$ cat src/hw/rtl/iir_filter_order4_direct_form1_top_macros.svh
// Assertion macros for the fourth-order direct form I filter.
// Used by the top level only; no other dependencies.
`ifndef IIR_FILTER_ORDER4_DIRECT_FORM1_TOP_MACROS_SVH
`define IIR_FILTER_ORDER4_DIRECT_FORM1_TOP_MACROS_SVH

`ifndef ASSERT_OFF

// Same-cycle implication, disabled during reset
`define IIRDF1_ASSERT_IMPL(lbl, clk, rstn, ante, cons) \
    lbl: assert property (@(posedge clk) disable iff (!rstn) (ante) |-> (cons)) \
        else $error("filter assertion failed");

// Next-cycle implication, disabled during reset
`define IIRDF1_ASSERT_NEXT(lbl, clk, rstn, ante, cons) \
    lbl: assert property (@(posedge clk) disable iff (!rstn) (ante) |=> (cons)) \
        else $error("filter assertion failed");

`else

`define IIRDF1_ASSERT_IMPL(lbl, clk, rstn, ante, cons)
`define IIRDF1_ASSERT_NEXT(lbl, clk, rstn, ante, cons)

`endif

`endif

$ cat src/hw/rtl/iirdf1_pkg.sv
// Shared types and constants for the fourth-order direct form I filter.
// No dependencies.
package iirdf1_pkg;

    // Filter orders (each 1..4); history depth stays at four
    localparam int FF_ORDER   = 4;
    localparam int FB_ORDER   = 4;
    localparam int HIST_DEPTH = 4;
    localparam int FF_TAPS    = 5;
    localparam int FB_TAPS    = 4;

    // Field and datapath widths
    localparam int SAMPLE_W = 12;
    localparam int COEF_W   = 32;
    localparam int Y_W      = 40;
    localparam int OPND_W   = 25;
    localparam int PROD_W   = COEF_W + OPND_W;
    localparam int FB_SUM_W = PROD_W + 17;
    localparam int ACC_W    = 46;
    localparam int FV_W     = 24;
    localparam int DAC_W    = 8;
    localparam int CFG_IDX_W  = 3;
    localparam int CFG_DATA_W = 64;
    localparam int TAP_W      = 3;
    localparam int HIST_IDX_W = 2;

    // Configuration register indexes
    localparam logic [CFG_IDX_W-1:0] REG_FF_COEFF_0    = 3'd0;
    localparam logic [CFG_IDX_W-1:0] REG_FF_COEFF_1    = 3'd1;
    localparam logic [CFG_IDX_W-1:0] REG_FF_COEFF_2    = 3'd2;
    localparam logic [CFG_IDX_W-1:0] REG_FF_COEFF_3    = 3'd3;
    localparam logic [CFG_IDX_W-1:0] REG_FF_COEFF_4    = 3'd4;
    localparam logic [CFG_IDX_W-1:0] REG_FB_COEFFS_1_2 = 3'd5;
    localparam logic [CFG_IDX_W-1:0] REG_FB_COEFFS_3_4 = 3'd6;

    // Saturation bounds of y (signed Q24.16)
    localparam logic signed [Y_W-1:0] Y_MAX = {1'b0, {(Y_W-1){1'b1}}};
    localparam logic signed [Y_W-1:0] Y_MIN = {1'b1, {(Y_W-1){1'b0}}};

    typedef logic signed [COEF_W-1:0] coef_t;

    // What the MAC does with the product it is handed
    typedef enum logic [1:0] {
        KIND_FF,
        KIND_FB_LO,
        KIND_FB_HI
    } mac_kind_t;

    typedef struct packed {
        logic      clear;
        logic      mul_en;
        mac_kind_t kind;
    } mac_op_t;

endpackage

$ cat src/hw/rtl/iirdf1_cfg.sv
// Coefficient register file of the filter: decodes configuration writes.
// Depends on iirdf1_pkg.
module iirdf1_cfg (
    input  logic                                 clk,
    input  logic                                 rst_n,
    input  logic                                 wr_en,
    input  logic [iirdf1_pkg::CFG_IDX_W-1:0]     wr_index,
    input  logic [iirdf1_pkg::CFG_DATA_W-1:0]    wr_data,
    output iirdf1_pkg::coef_t                    ff_coeff [iirdf1_pkg::FF_TAPS],
    output iirdf1_pkg::coef_t                    fb_coeff [iirdf1_pkg::FB_TAPS]
);

    iirdf1_pkg::coef_t                        ff_reg [iirdf1_pkg::FF_TAPS];
    logic [iirdf1_pkg::CFG_DATA_W-1:0]        fb12_reg;
    logic [iirdf1_pkg::CFG_DATA_W-1:0]        fb34_reg;

    // Register writes; out-of-range indexes are dropped
    always_ff @(posedge clk or negedge rst_n)
    begin
        if (!rst_n)
        begin
            for (int i = 0; i < iirdf1_pkg::FF_TAPS; i++)
            begin
                ff_reg[i] <= '0;
            end
            fb12_reg <= '0;
            fb34_reg <= '0;
        end
        else if (wr_en)
        begin
            unique case (wr_index) inside
                iirdf1_pkg::REG_FF_COEFF_0, iirdf1_pkg::REG_FF_COEFF_1,
                iirdf1_pkg::REG_FF_COEFF_2, iirdf1_pkg::REG_FF_COEFF_3,
                iirdf1_pkg::REG_FF_COEFF_4:
                begin
                    ff_reg[wr_index] <= $signed(wr_data[iirdf1_pkg::COEF_W-1:0]);
                end
                iirdf1_pkg::REG_FB_COEFFS_1_2:
                begin
                    fb12_reg <= wr_data;
                end
                iirdf1_pkg::REG_FB_COEFFS_3_4:
                begin
                    fb34_reg <= wr_data;
                end
                default:
                begin
                end
            endcase
        end
    end

    // Feedback words: low half is the nearer tap
    always_comb
    begin
        for (int i = 0; i < iirdf1_pkg::FF_TAPS; i++)
        begin
            ff_coeff[i] = ff_reg[i];
        end
        fb_coeff[0] = $signed(fb12_reg[31:0]);
        fb_coeff[1] = $signed(fb12_reg[63:32]);
        fb_coeff[2] = $signed(fb34_reg[31:0]);
        fb_coeff[3] = $signed(fb34_reg[63:32]);
    end

endmodule

$ cat config.mk
export PLATFORM = sky130hd
export DESIGN_NAME = iirdf1_cfg
export DESIGN_NICKNAME = d
export VERILOG_FILES = /design/src/hw/rtl/iir_filter_order4_direct_form1_top_macros.svh /design/src/hw/rtl/iirdf1_pkg.sv /design/src/hw/rtl/iirdf1_cfg.sv
export SDC_FILE = /design/constraint.sdc
export NUM_CORES = 1
export LEC_CHECK = 0
export BUFFER_PORTS_ARGS = -buffer_cell sky130_fd_sc_hd__buf_2
export CORE_MARGIN = 4
export CORE_UTILIZATION = 51
export CTS_CLUSTER_SIZE = 10
export DETAILED_ROUTE_END_ITERATION = 8
export GPL_ROUTABILITY_DRIVEN = 0
export PLACE_DENSITY = 0.8
export SETUP_SLACK_MARGIN = 0.3
export SLEW_MARGIN = 20
export SYNTH_ARGS = -nofsm -noshare
export SYNTH_HDL_FRONTEND = slang
export SYNTH_SLANG_ARGS = --single-unit
export TNS_END_PERCENT = 10
$ cat constraint.sdc
create_clock -name clk -period 0.8 [get_ports clk]
set_input_delay 0.16 -clock clk [delete_from_list [all_inputs] [get_ports clk]]
set_output_delay 0.16 -clock clk [all_outputs]
set_load 0.01 [all_outputs]
# == Yosys cells after proc, flatten, opt, wreduce, memory -nomap -nowiden ==
# Cells that the tools add are included.
# word_totals
reg_bits,288
latch_bits,0
ramBits,0
rom_bits,0
input_bits,70
output_inout_bits,288
wordCells,25
mem_count,0
# op_classes
n_addsub,0
mul,0
div,0
n_lt_le_gt_ge,2
eq_ne,6
shifts,0
muxes,3
bitwise,1
n_reduce_logical,6
# op_table
op,n
bitwise mux 160 bit,1
demux 32 bit (select 3 bit),1
two-way mux 32 bit,1
equality test 3 bit (second input constant),3
equality test 3 x 2 -> 1 bit (second input constant),2
AND reduction 2 bit,3
OR reduction 5 bit,1
greater-or-equal comparator 4 bit (second input constant),1
less-than comparator 4 x 1 -> 1 bit (second input constant),1
inverter 3 -> 4 bit,1
equality test 3 x 1 -> 1 bit (second input constant),1
zero test 3 bit,1
logical AND 1 bit,1

# == Longest topological paths before layout ==
# logic_depth
depth_word,6
depth_mapped,4
depth_no_buf,2

# == Least setup slack after synthesis ==
# Ideal clock, no wire load.
# synth_path
kind,input port to flip-flop
startpoint,input port wr_index[1] (netlist name)
endpoint,register ff_reg (netlist bit ff_coeff[145])
setup_time_ns,0.125
arrival_time_ns,1.083
required_ns,0.675
setup_slack_ns,-0.408
stages,3
path_buffers,1
path_cell_list,nor4b_4 buf_6 mux2_2
# synth_between
elab_chain_len,6
# synth_rtl
element,line,rtl
start: declaration,iirdf1_cfg.sv:7,"input logic [iirdf1_pkg::CFG_IDX_W-1:0] wr_index,"
inverter 3 -> 4 bit (not written as such),iirdf1_cfg.sv:36,ff_reg[wr_index] <= $signed(wr_data[iirdf1_pkg::COEF_W-1:0]);
greater-or-equal comparator 4 bit (not written as such) / less-than comparator 4 x 1 -> 1 bit (equally long branches),iirdf1_cfg.sv:36,
logical AND 1 bit (not written as such),iirdf1_cfg.sv:36,
two-way mux 32 bit (not written as such),iirdf1_cfg.sv:36,
demux 32 bit (select 3 bit),iirdf1_cfg.sv:36,
bitwise mux 160 bit,iirdf1_cfg.sv:36,
end signal: indexed assignment,iirdf1_cfg.sv:36,
end: declaration,iirdf1_cfg.sv:13,iirdf1_pkg::coef_t ff_reg [iirdf1_pkg::FF_TAPS];
# Several ways; a longest one is shown, not always the timed one.
# A chain may end at the register's enable or synchronous reset.

# == Worst setup path in the final report ==
# layout_path
startpoint,register fb34_reg[31] (netlist name)
endpoint,output port fb_coeff[63] (netlist name)
# layout_rtl
element,line,rtl
start: declaration,iirdf1_cfg.sv:15,logic [iirdf1_pkg::CFG_DATA_W-1:0] fb34_reg;
start signal: assignment,iirdf1_cfg.sv:44,fb34_reg <= wr_data;
end: declaration,iirdf1_cfg.sv:10,output iirdf1_pkg::coef_t fb_coeff [iirdf1_pkg::FB_TAPS]
# No word-level cell between the ends.

==> impl_results.md <==
* Seq/Total Area, Yosys at around 64%
* Critical path's slowest cell: dfrtp_1
* # nets final at between 1000 and 1500
* DR WL/cell at ~23 um
* GRT Total Usage at 24.17%
* CTS clk-pin slew, worst paths at 0.05 ns
* Max-slew violations at 0
* Crit path cell chain: buf_6
* Core region area at roughly 21000 um^2
* Clock Latency Late Sink at 0.48 ns
* Buffers on Ports at approximately 360
* Root buffer cell: clkbuf_16
* Post-Synth XOR/XNOR Area at 0%
* Final hold slack at -0.4992 ns
* Syn-to-layout area delta at 40.24%
* WS Path Type: reg2out
* Synthesized Nets at 685
* Congestion Overflow GR at 0
* Via Count at between 7000 and 8000
* Worst EP arrival at ~1.1 ns
* Final WS setup at -0.4094 ns
* Fill cell count at between 1000 and 1500
* Req. time, crit path at 0.64 ns
* DR top layer: met4
* Syn avg cell area at 18.23 um^2
* Vias in the first global route at just under 8000
* Ant diodes at 0
* Met3 wire length at about 2700 um
* I/O pins at roughly 360
* 1st-pass router iterations at 4
* Met2 WL at 16040 um
* Via density at between 5 and 6
* DRT antenna net count at 0
* Final setup skew at 0 ns
* Startpoint class of the critical path: flip-flop
* Die area at between 20000 and 25000 um^2
* Final Core Density at between 70% and 80%
* Minimum clock period at around 1.2 ns
* RSZ-0062 raised after global routing: true
* Share of cells above drive strength 1 at 72.23%
* Die height at between 150 and 200 um
* Rel. slew slack at approximately 76%
* Max Buffers Root-to-Sink at 3
* Outcome: finished, violations left
* Clock Sinks at between 200 and 300
* Pwr per Cell Area at between 2000 and 3000 nW/um^2
* # DRC at 0
* Synthesized instance count at approximately 620
* Ys Warns at 0
* Max Cap Viol at 0
* Starting density of the core at between 50% and 60%
* FF+latch count, synth at roughly 290
* Post-synthesis cell area at approximately 11000 um^2
* # rows at between 50 and 60
* Synth unique cells at 10
* Final setup viols at 573
* Main combinational cell family by area after synthesis: multiplexers
* Leak at 7.676 nW
* Violated checks: negative hold slack, negative setup slack
* Design Power at ~47 mW
* VDD IR max at 0.002230 V
* Fmax at between 0.8 and 0.9 GHz
* CP Buf/Inv Count at 1
* HP Class: in2async
* Max reg flops at 160
* H-tree levels at 2
* Adder-cell share of the synthesized area at 0%
* Worst setup EP type: output pin
* Total CTS buffers at 35
* M1 WL at about 12000 um
* FF-to-FF Start: ff_coeff[27]$_DFFE_PN0P_
* CTS tree: built
* Worst Setup SP: fb34_reg[31]$_DFFE_PN0P_
* CP top delay family: flip-flops
* Flop2flop setup slack at -0.24 ns
* Slowest stage delay, CP at 0.42 ns
* Final Cycle Share at 151.2%
* Initial DRC Count at 298
* Worst slew pin tran at 0.3573 ns
* Final Hold Viols at about 350
* Mux cell area share after synthesis at 31.95%
* Compound-Gate Fraction of Synth Area at 0%
* First-pass GRT wire length at 45850 um
* Initial antenna violation count at 0
* WL final at ~31000 um
* Die width at about 160 um
* Pin count of the biggest net entering global routing at 55
* Critical-path maximum fanout at 2
* Post-synthesis simple-gate area fraction at less than 1%
* Post-DP HPWL at roughly 20000 um
## power breakdown
group | switching (mW) | internal, mW
clock | 5.48 | 8.17
sequential | 2.18 | 17.8
combinational | 5.28 | 7.79
## placed cells by master, fill, tap and decap left out, drive strengths merged
cell type,n
and4bb,3
buf,441
clkbuf,40
clkinv,2
dfrtp,288
mux2,288
nand4b,3
nor4b,1
## per-stage QoR
step                hold slack (ns)  TNS (ns)  setup slack, ns  std cells  cell area (um^2)
floorplan                   -0.1356    -75.60          -0.4082        615             11230
global placement           0.004688   -155.46          -0.5803       1244             13480
detailed placement         0.002755   -162.56          -0.6210       1244             13480
CTS                         -0.5168   -117.64          -0.4298       1317             15210
global route                -0.5167   -138.05          -0.4435       1341             15720
finish                      -0.4992   -125.12          -0.4094       1341             15720
## cell families (layout without fill, tap and decap cells)
family | Yosys count | after routing
buffers and inverters | 32 | 483
DFF | 288 | 288
muxes | 288 | 288
and+or+nand+nor | 7 | 7
## synth_stat cells
| cell type | n | share of area (%) |
|---|---|---|
| mux2_2 | 196 | 20 |
| buf_2 | 3 | 0.13 |
| mux2_1 | 2 | 0.20 |
| nand4b_1 | 3 | 0.23 |
| buf_6 | 27 | 2.7 |
| and4bb_1 | 3 | 0.33 |
| mux2_4 | 90 | 12 |
| buf_4 | 2 | 0.13 |
| dfrtp_1 | 288 | 64 |
| nor4b_4 | 1 | 0.21 |
## worst register-to-register path, cell delays in order, from the launching register on
cell,delay (ns)
dfrtp_1,0.39
buf_4,0.14
buf_4,0.12
mux2_4,0.26
## timing repair
item / 4_1_cts / 5_1_grt
resized for setup: 103 / 55
setup endpoints to repair: 576 / 576
setup buffers: 31 / 24
pin swaps: 5 / 4
hold endpoints to repair: 408 / 356
## worst paths after layout
check	end	cells after the start
min	fb12_reg[60]$_DFFE_PN0P_	1
max reg2reg	ff_coeff[27]$_DFFE_PN0P_	3
max	fb_coeff[63]	1
min reg2reg	ff_coeff[147]$_DFFE_PN0P_	1
max in group asynchronous	fb12_reg[22]$_DFFE_PN0P_	3
min in group clk	fb34_reg[49]$_DFFE_PN0P_	2
## metal layers
| layer | up-vias | GRT usage, % |
|---|---|---|
| li1 | 3067 | - |
| met1 | 3694 | 29.47 |
| met2 | 328 | 41.21 |
| met3 | 62 | 7.356 |
| met4 | 0 | 8.182 |
| met5 | - | 0 |
## layout make-up
cell class | instances | area [um^2] | share of cell area [%]
flip-flops and latches | 288 | 7207 | 45.85
multi-input cells | 295 | 3687 | 23.46
repair buffers | 441 | 3531 | 22.46
clock buffers | 40 | 937.1 | 5.961
well taps | 275 | 344.1 | 2.189
clock inverters | 2 | 13.76 | 0.08755
Note: power is estimated with default switching activity, not from simulation.
