--- config.mk ---
export PLATFORM = sky130hd
export DESIGN_NAME = iirdf1_mac
export DESIGN_NICKNAME = d
export VERILOG_FILES = /design/src/hw/rtl/iir_filter_order4_direct_form1_top_macros.svh /design/src/hw/rtl/iirdf1_pkg.sv /design/src/hw/rtl/iirdf1_mac.sv
export SDC_FILE = /design/constraint.sdc
export NUM_CORES = 2
export LEC_CHECK = 0
export BUFFER_PORTS_ARGS = -buffer_cell sky130_fd_sc_hd__buf_2
export CORE_UTILIZATION = 40
export DETAILED_ROUTE_END_ITERATION = 16
export GPL_TIMING_DRIVEN = 0
export PLACE_DENSITY_LB_ADDON = 0.08
export SLEW_MARGIN = 20
export SYNTH_ARGS = -nofsm -noshare
export SYNTH_HDL_FRONTEND = slang
export SYNTH_SLANG_ARGS = --single-unit
--- constraint.sdc ---
create_clock -name clk -period 12.1 [get_ports clk]
set_input_delay 1.21 -clock clk [delete_from_list [all_inputs] [get_ports clk]]
set_output_delay 1.21 -clock clk [all_outputs]
set_load 0.03 [all_outputs]
--- src/hw/rtl/iir_filter_order4_direct_form1_top_macros.svh ---
// Assertion macros for the fourth-order direct form I filter.
// Used by the top level only; no other dependencies.
`ifndef IIR_FILTER_ORDER4_DIRECT_FORM1_TOP_MACROS_SVH
`define IIR_FILTER_ORDER4_DIRECT_FORM1_TOP_MACROS_SVH

`ifndef ASSERT_OFF

// Same-cycle implication, disabled during reset
`define IIRDF1_ASSERT_IMPL(lbl, clk, rstn, ante, cons) \
    lbl: assert property (@(posedge clk) disable iff (!rstn) (ante) |-> (cons)) \
        else $error("filter assertion failed");

// Next-cycle implication, disabled during reset
`define IIRDF1_ASSERT_NEXT(lbl, clk, rstn, ante, cons) \
    lbl: assert property (@(posedge clk) disable iff (!rstn) (ante) |=> (cons)) \
        else $error("filter assertion failed");

`else

`define IIRDF1_ASSERT_IMPL(lbl, clk, rstn, ante, cons)
`define IIRDF1_ASSERT_NEXT(lbl, clk, rstn, ante, cons)

`endif

`endif

--- src/hw/rtl/iirdf1_pkg.sv ---
// Shared types and constants for the fourth-order direct form I filter.
// No dependencies.
package iirdf1_pkg;

    // Filter orders (each 1..4); history depth stays at four
    localparam int FF_ORDER   = 4;
    localparam int FB_ORDER   = 4;
    localparam int HIST_DEPTH = 4;
    localparam int FF_TAPS    = 5;
    localparam int FB_TAPS    = 4;

    // Field and datapath widths
    localparam int SAMPLE_W = 12;
    localparam int COEF_W   = 32;
    localparam int Y_W      = 40;
    localparam int OPND_W   = 25;
    localparam int PROD_W   = COEF_W + OPND_W;
    localparam int FB_SUM_W = PROD_W + 17;
    localparam int ACC_W    = 46;
    localparam int FV_W     = 24;
    localparam int DAC_W    = 8;
    localparam int CFG_IDX_W  = 3;
    localparam int CFG_DATA_W = 64;
    localparam int TAP_W      = 3;
    localparam int HIST_IDX_W = 2;

    // Configuration register indexes
    localparam logic [CFG_IDX_W-1:0] REG_FF_COEFF_0    = 3'd0;
    localparam logic [CFG_IDX_W-1:0] REG_FF_COEFF_1    = 3'd1;
    localparam logic [CFG_IDX_W-1:0] REG_FF_COEFF_2    = 3'd2;
    localparam logic [CFG_IDX_W-1:0] REG_FF_COEFF_3    = 3'd3;
    localparam logic [CFG_IDX_W-1:0] REG_FF_COEFF_4    = 3'd4;
    localparam logic [CFG_IDX_W-1:0] REG_FB_COEFFS_1_2 = 3'd5;
    localparam logic [CFG_IDX_W-1:0] REG_FB_COEFFS_3_4 = 3'd6;

    // Saturation bounds of y (signed Q24.16)
    localparam logic signed [Y_W-1:0] Y_MAX = {1'b0, {(Y_W-1){1'b1}}};
    localparam logic signed [Y_W-1:0] Y_MIN = {1'b1, {(Y_W-1){1'b0}}};

    typedef logic signed [COEF_W-1:0] coef_t;

    // What the MAC does with the product it is handed
    typedef enum logic [1:0] {
        KIND_FF,
        KIND_FB_LO,
        KIND_FB_HI
    } mac_kind_t;

    typedef struct packed {
        logic      clear;
        logic      mul_en;
        mac_kind_t kind;
    } mac_op_t;

endpackage

--- src/hw/rtl/iirdf1_mac.sv ---
// Shared multiply-accumulate unit: one 32x25 signed multiplier, a registered
// product, and a floor-shifting accumulator. Depends on iirdf1_pkg.
module iirdf1_mac (
    input  logic                                      clk,
    input  logic                                      rst_n,
    input  iirdf1_pkg::mac_op_t                       op,
    input  iirdf1_pkg::coef_t                         coef,
    input  logic signed [iirdf1_pkg::OPND_W-1:0]      operand,
    output logic signed [iirdf1_pkg::ACC_W-1:0]       acc
);

    logic signed [iirdf1_pkg::PROD_W-1:0]   prod_next;
    logic signed [iirdf1_pkg::PROD_W-1:0]   prod_reg;
    logic signed [iirdf1_pkg::PROD_W-1:0]   lo_reg;
    iirdf1_pkg::mac_kind_t                  kind_reg;
    logic                                   pvalid_reg;
    logic signed [iirdf1_pkg::ACC_W-1:0]    acc_reg;
    logic signed [iirdf1_pkg::ACC_W-1:0]    acc_next;
    logic signed [iirdf1_pkg::FB_SUM_W-1:0] fb_sum;
    logic signed [iirdf1_pkg::ACC_W-1:0]    ff_term;
    logic signed [iirdf1_pkg::ACC_W-1:0]    fb_term;

    // Multiply stage
    assign prod_next = iirdf1_pkg::PROD_W'(coef) * iirdf1_pkg::PROD_W'(operand);

    // b*x reduced by 12 bits, floor
    assign ff_term = iirdf1_pkg::ACC_W'($signed(prod_reg[iirdf1_pkg::PROD_W-1:12]));

    // a*y = (a*yh << 16) + a*yl, exact, then floor by 28 bits
    assign fb_sum  = (iirdf1_pkg::FB_SUM_W'(prod_reg) <<< 16)
                   + iirdf1_pkg::FB_SUM_W'(lo_reg);
    assign fb_term = $signed(fb_sum[iirdf1_pkg::FB_SUM_W-1:28]);

    // Accumulate stage
    always_comb
    begin
        acc_next = acc_reg;
        if (op.clear)
        begin
            acc_next = '0;
        end
        else if (pvalid_reg)
        begin
            case (kind_reg)
                iirdf1_pkg::KIND_FF:    acc_next = acc_reg + ff_term;
                iirdf1_pkg::KIND_FB_HI: acc_next = acc_reg + fb_term;
                default:                acc_next = acc_reg;
            endcase
        end
    end

    // Control registers
    always_ff @(posedge clk or negedge rst_n)
    begin
        if (!rst_n)
        begin
            pvalid_reg <= 1'b0;
            kind_reg   <= iirdf1_pkg::KIND_FF;
            acc_reg    <= '0;
        end
        else
        begin
            pvalid_reg <= op.mul_en;
            kind_reg   <= op.kind;
            acc_reg    <= acc_next;
        end
    end

    // Product and low-half registers
    always_ff @(posedge clk)
    begin
        if (op.mul_en)
        begin
            prod_reg <= prod_next;
        end
        if (pvalid_reg && kind_reg == iirdf1_pkg::KIND_FB_LO)
        begin
            lo_reg <= prod_reg;
        end
    end

    assign acc = acc_reg;

endmodule
After elaboration in Yosys (flattened, before gate mapping) --
Cells that the tools add are included.
Cells by class: add/subtract/negate cells 3, multiply operators 1, div/mod/pow operators 0, magnitude comparators 0, eq/ne operators 2, shift operators 0, muxes and demuxes 3, bitwise logic cells 0, reduce and logical (&&, ||, !) cells 5
Operator list (count):
- $mux 46 | 2
- $pmux 46 s2 | 1
- $add 73x57->74 | 1
- $mul 32x25->57 | 1
- $add 46x45->46 | 1
- $add 46x46->46 | 1
- $reduce_bool 3->1 | 1
- $eq 2x1->1 const B | 1
- $eq 2x2->1 const B | 1
- $logic_not 2->1 | 1
- $reduce_and 2->1 | 1
- $reduce_bool 2->1 | 1
- $logic_and 1x1->1 | 1
Storage, ports and cells: flip-flop bits (word level) 163, bits in latches 0, bits in writable memories 0, memory bits (read-only) 0, bits of input ports 63, output and inout bits 46, logic and storage cells 19, memories kept 0

Longest topological paths before layout --
depth after elaboration 5, gate-level depth with buffers 27, mapped depth without buffers 26

Worst setup path after synthesis --
No wires, ideal clock.
kind input-to-reg, start point in operand[4] (netlist bit), end point reg prod_reg[55] (netlist bit) (data pin), library setup time 0.260 ns, data arrival time 7.938 ns, data required time 11.840 ns, setup slack 3.902 ns, cell stages on the path 26, path buffers 1, cell sequence clkbuf_1 nand2_1 fa_1 inv_1 fa_1 inv_1 fa_1 fa_1 inv_1 fa_1 fa_1 inv_1 fa_1 inv_1 ha_1 a21oi_2 o211ai_1 a221o_1 a2111oi_4 o21ai_1 a41o_1 a41o_1 o211a_1 o41ai_2 mux2i_1 nand2_1
Between the ends: word-level cells in the longest chain between the ends 1
RTL lines:
- start, declared | RTL line iirdf1_mac.sv:8 | input logic signed [iirdf1_pkg::OPND_W-1:0] operand,
- $mul 32x25->57 | RTL line iirdf1_mac.sv:24 | assign prod_next = iirdf1_pkg::PROD_W'(coef) * iirdf1_pkg::PROD_W'(operand);
- via prod_next, one bit | RTL line iirdf1_mac.sv:12 | logic signed [iirdf1_pkg::PROD_W-1:0] prod_next;
- end signal, assigned | RTL line iirdf1_mac.sv:74 | prod_reg <= prod_next;
- end, declared | RTL line iirdf1_mac.sv:13 | logic signed [iirdf1_pkg::PROD_W-1:0] prod_reg;
The timed path passes the listed nets, and every way through them passes these cells. A chain may end at the register's enable or synchronous reset.

Final worst setup path --
start point in operand[1] (netlist bit), end point reg prod_reg[56] (netlist bit) (data pin)
The elaborated chain is that of the path after synthesis.

==> metrics <==
outcome=completed; Synth cell types=63; area of all placed cells without fillers=0.0410 sq mm; Routed WL per cell=23.7 microns; I/O Buffers=108; # IOs=roughly 110; Yosys Warn Count=0; min cycle time layout=approximately 9.7 ns; drt first pass iters=6; Largest register FFs=57; post-synthesis cell count=4162; critical path required time=12.27 ns; CP Data Arrival Time=9.82 ns; final wirelength=roughly 130 mm; hold_sp=prod_reg[44]$_DFFE_PP_; setup bufs post-CTS=0; flops & latches, synth=147; skew final=between 0.01 and 0.015 ns; CP endpoint kind=flip-flop; GRT met1 Usage=0.389; Die Wd=around 310 microns; max_slew headroom=0.206; fin crit share=0.798; Max-cap violations=0; RSZ-0062 raised after global routing=false; Cell Rows=112; Hold Crit Class=flip-flop to flip-flop; RePlAce Congestion=between 0.9 and 1; clock buffer depth=2; Total GRT Usage=0.277; # DRC=0; Hold Vio Cnt, Final=0; First DRT Iteration DRCs=1913; Post-synth EDFFs=98; Die Y=311 microns; clock tree sinks=147; Min Hold Slack=0.493 ns; Max H-tree Level=4; post-CTS resize count=0; die area=0.0967 sq mm; core area=between 0.09 and 0.1 sq mm; vias=28.5k; CP Class=input port to flip-flop; sequential area share after synthesis=0.109; setup TNS=0 ns; CP Launch Type=input port; final max-slew violation count=0; max frequency=just over 0.1 GHz; ys flop type=edfxtp_1; initial antenna violation count=6; Worst-Skew Late Latency=0.45 ns; layout cells sized above 1=0.0365; Initial Util=0.407; routing usage on met3=0.0457; vias in the first global route=29.8k; first-pass GRT wire length=196 mm; Crit Path Max Fanout=10; largest net degree at the start of global routing=59; hold endpoint=lo_reg[44]$_DFFE_PP_; R2R depth=25; dpl cell area=0.0403 sq mm; # nets final=approximately 5.4k; final setup fails=0; cell area after synthesis=0.0382 sq mm; worst slew pin tran=1.19 ns; Synth async-reset ratio=0.333; Root Driver=clkbuf_16; WHS Path Cells=0; Worst R2R Start=prod_reg[2]$_DFFE_PP_; RR Endpoint=acc[45]$_DFFE_PN0P_; clock-pin slew on the worst setup and hold paths=0.06 ns; TritonCTS buffer count=17; Antenna Nets Post-Route=0; most used routing layer=met2; GRT overflow=0; post-synthesis average cell area=just over 9 sq um; Fillers=around 9.4k; vias per cell=5.13; R2R setup slack=5.76 ns; syn nets=5301; M2 GR Usage=0.437; CTS Hold Bufs=0; Area growth syn-to-layout=7.25%; CTS tree=yes; dpl hpwl=110 mm
-- Yosys cell counts (10+ instances only) --
| cell type | number | area share |
|---|---|---|
| xor2_1 | 44 | 0.010 |
| fa_1 | 820 | 0.43 |
| inv_1 | 883 | 0.087 |
| or3_1 | 10 | 0.0016 |
| nand2b_1 | 24 | 0.0039 |
| and3_1 | 16 | 0.0026 |
| o211ai_1 | 10 | 0.0020 |
| nor2b_1 | 21 | 0.0034 |
| a211oi_1 | 13 | 0.0026 |
| o21ai_0 | 112 | 0.015 |
| dfrtp_1 | 49 | 0.032 |
| a21oi_1 | 168 | 0.022 |
| edfxtp_1 | 98 | 0.077 |
| clkbuf_1 | 163 | 0.016 |
| nor2_1 | 95 | 0.0093 |
| a31oi_1 | 16 | 0.0026 |
| xnor2_1 | 86 | 0.020 |
| nand4_1 | 15 | 0.0025 |
| a21o_1 | 74 | 0.015 |
| nand3_1 | 34 | 0.0045 |
| and2_1 | 413 | 0.068 |
| nor3_1 | 29 | 0.0038 |
| o21bai_1 | 17 | 0.0033 |
| nand2_1 | 567 | 0.056 |
| o31ai_1 | 14 | 0.0028 |
| ha_1 | 256 | 0.084 |
| o21a_1 | 24 | 0.0047 |
-- per-layer routing --
metal,wire (microns),share of wire
met1,59200,0.45
met2,59000,0.45
met4,4160,0.032
met3,9640,0.073
met5,0,0
-- logic make-up (layout without fill, tap and decap cells) --
family / Yosys count / count (layout) / synth area share
simple gates: 1246 / 1246 / 0.160
fa+ha+maj: 1076 / 1076 / 0.514
buf+inv: 1052 / 1193 / 0.103
compound gates: 506 / 506 / 0.0831
flops: 147 / 147 / 0.109
xor+xnor: 130 / 130 / 0.0298
mux: 5 / 5 / 0.00131
other cells: 0 / 4 / 0
-- cell usage in the layout, fill, tap and decap left out, types with 21 or more instances in the layout --
| master | instances |
|---|---|
| a21oi_1 | 168 |
| nor2b_1 | 21 |
| nor2_1 | 94 |
| xor2_1 | 44 |
| fa_1 | 819 |
| and2_1 | 413 |
| nand3_1 | 34 |
| o21ai_0 | 112 |
| buf_2 | 106 |
| xnor2_1 | 86 |
| dfrtp_1 | 49 |
| ha_1 | 256 |
| nor3_1 | 29 |
| clkbuf_1 | 160 |
| inv_1 | 883 |
| edfxtp_1 | 98 |
| o21a_1 | 24 |
| a21o_1 | 74 |
| nand2b_1 | 24 |
| nand2_1 | 567 |
-- layout make-up --
cell class	count	area, sq um	share of cell area
multi-input combinational	2963	30100	0.734
antenna	4	10.0	0.000244
tap	1254	1570	0.0383
clock buffer	17	425	0.0104
sequential	147	4170	0.102
buffer	169	638	0.0156
inverter	883	3310	0.0809
clock inverter	15	179	0.00437
timing repair buffer	109	573	0.0140
-- through the flow --
step,worst slack [ns],utilization,std cells
after floorplan,3.90,-,4162
after CTS,2.56,0.436,5557
after global routing,2.09,0.436,5557
final,2.45,0.436,5561
after global placement,2.11,0.429,5524
after detailed placement,2.10,0.430,5525
-- how the worst max path moves through the flow --
| stage | start | end | slack [ns] | cells past startpoint |
|---|---|---|---|---|
| 2_1_floorplan | operand[4] | prod_reg[55]$_DFFE_PP_ | 3.90 | 26 |
| 3_3_place_gp | operand[2] | prod_reg[50]$_DFFE_PP_ | 2.11 | 26 |
| 3_5_place_dp | operand[1] | prod_reg[56]$_DFFE_PP_ | 2.10 | 27 |
| 4_1_cts | operand[1] | prod_reg[56]$_DFFE_PP_ | 2.56 | 27 |
| 5_1_grt | operand[1] | prod_reg[56]$_DFFE_PP_ | 2.09 | 27 |
| 6_report | operand[1] | prod_reg[56]$_DFFE_PP_ | 2.45 | 27 |
-- worst max-delay path, stage by stage --
cell	delay, ns
buf_2	0.19
clkbuf_1	0.90
nand2_1	0.22
inv_1	0.20
fa_1	0.34
inv_1	0.14
fa_1	0.94
inv_1	0.22
fa_1	0.77
inv_1	0.33
fa_1	0.48
inv_1	0.09
fa_1	0.42
fa_1	0.54
inv_1	0.05
fa_1	0.47
inv_1	0.04
ha_1	0.34
a21o_1	0.20
a21o_1	0.17
a21oi_1	0.18
o21ai_0	0.23
a211o_1	0.32
a31oi_1	0.30
o2111ai_1	0.19
a21oi_1	0.19
xnor2_1	0.11
Power is not shown: default switching activity piles up to over one toggle a cycle in this logic, so the estimate is an artifact.
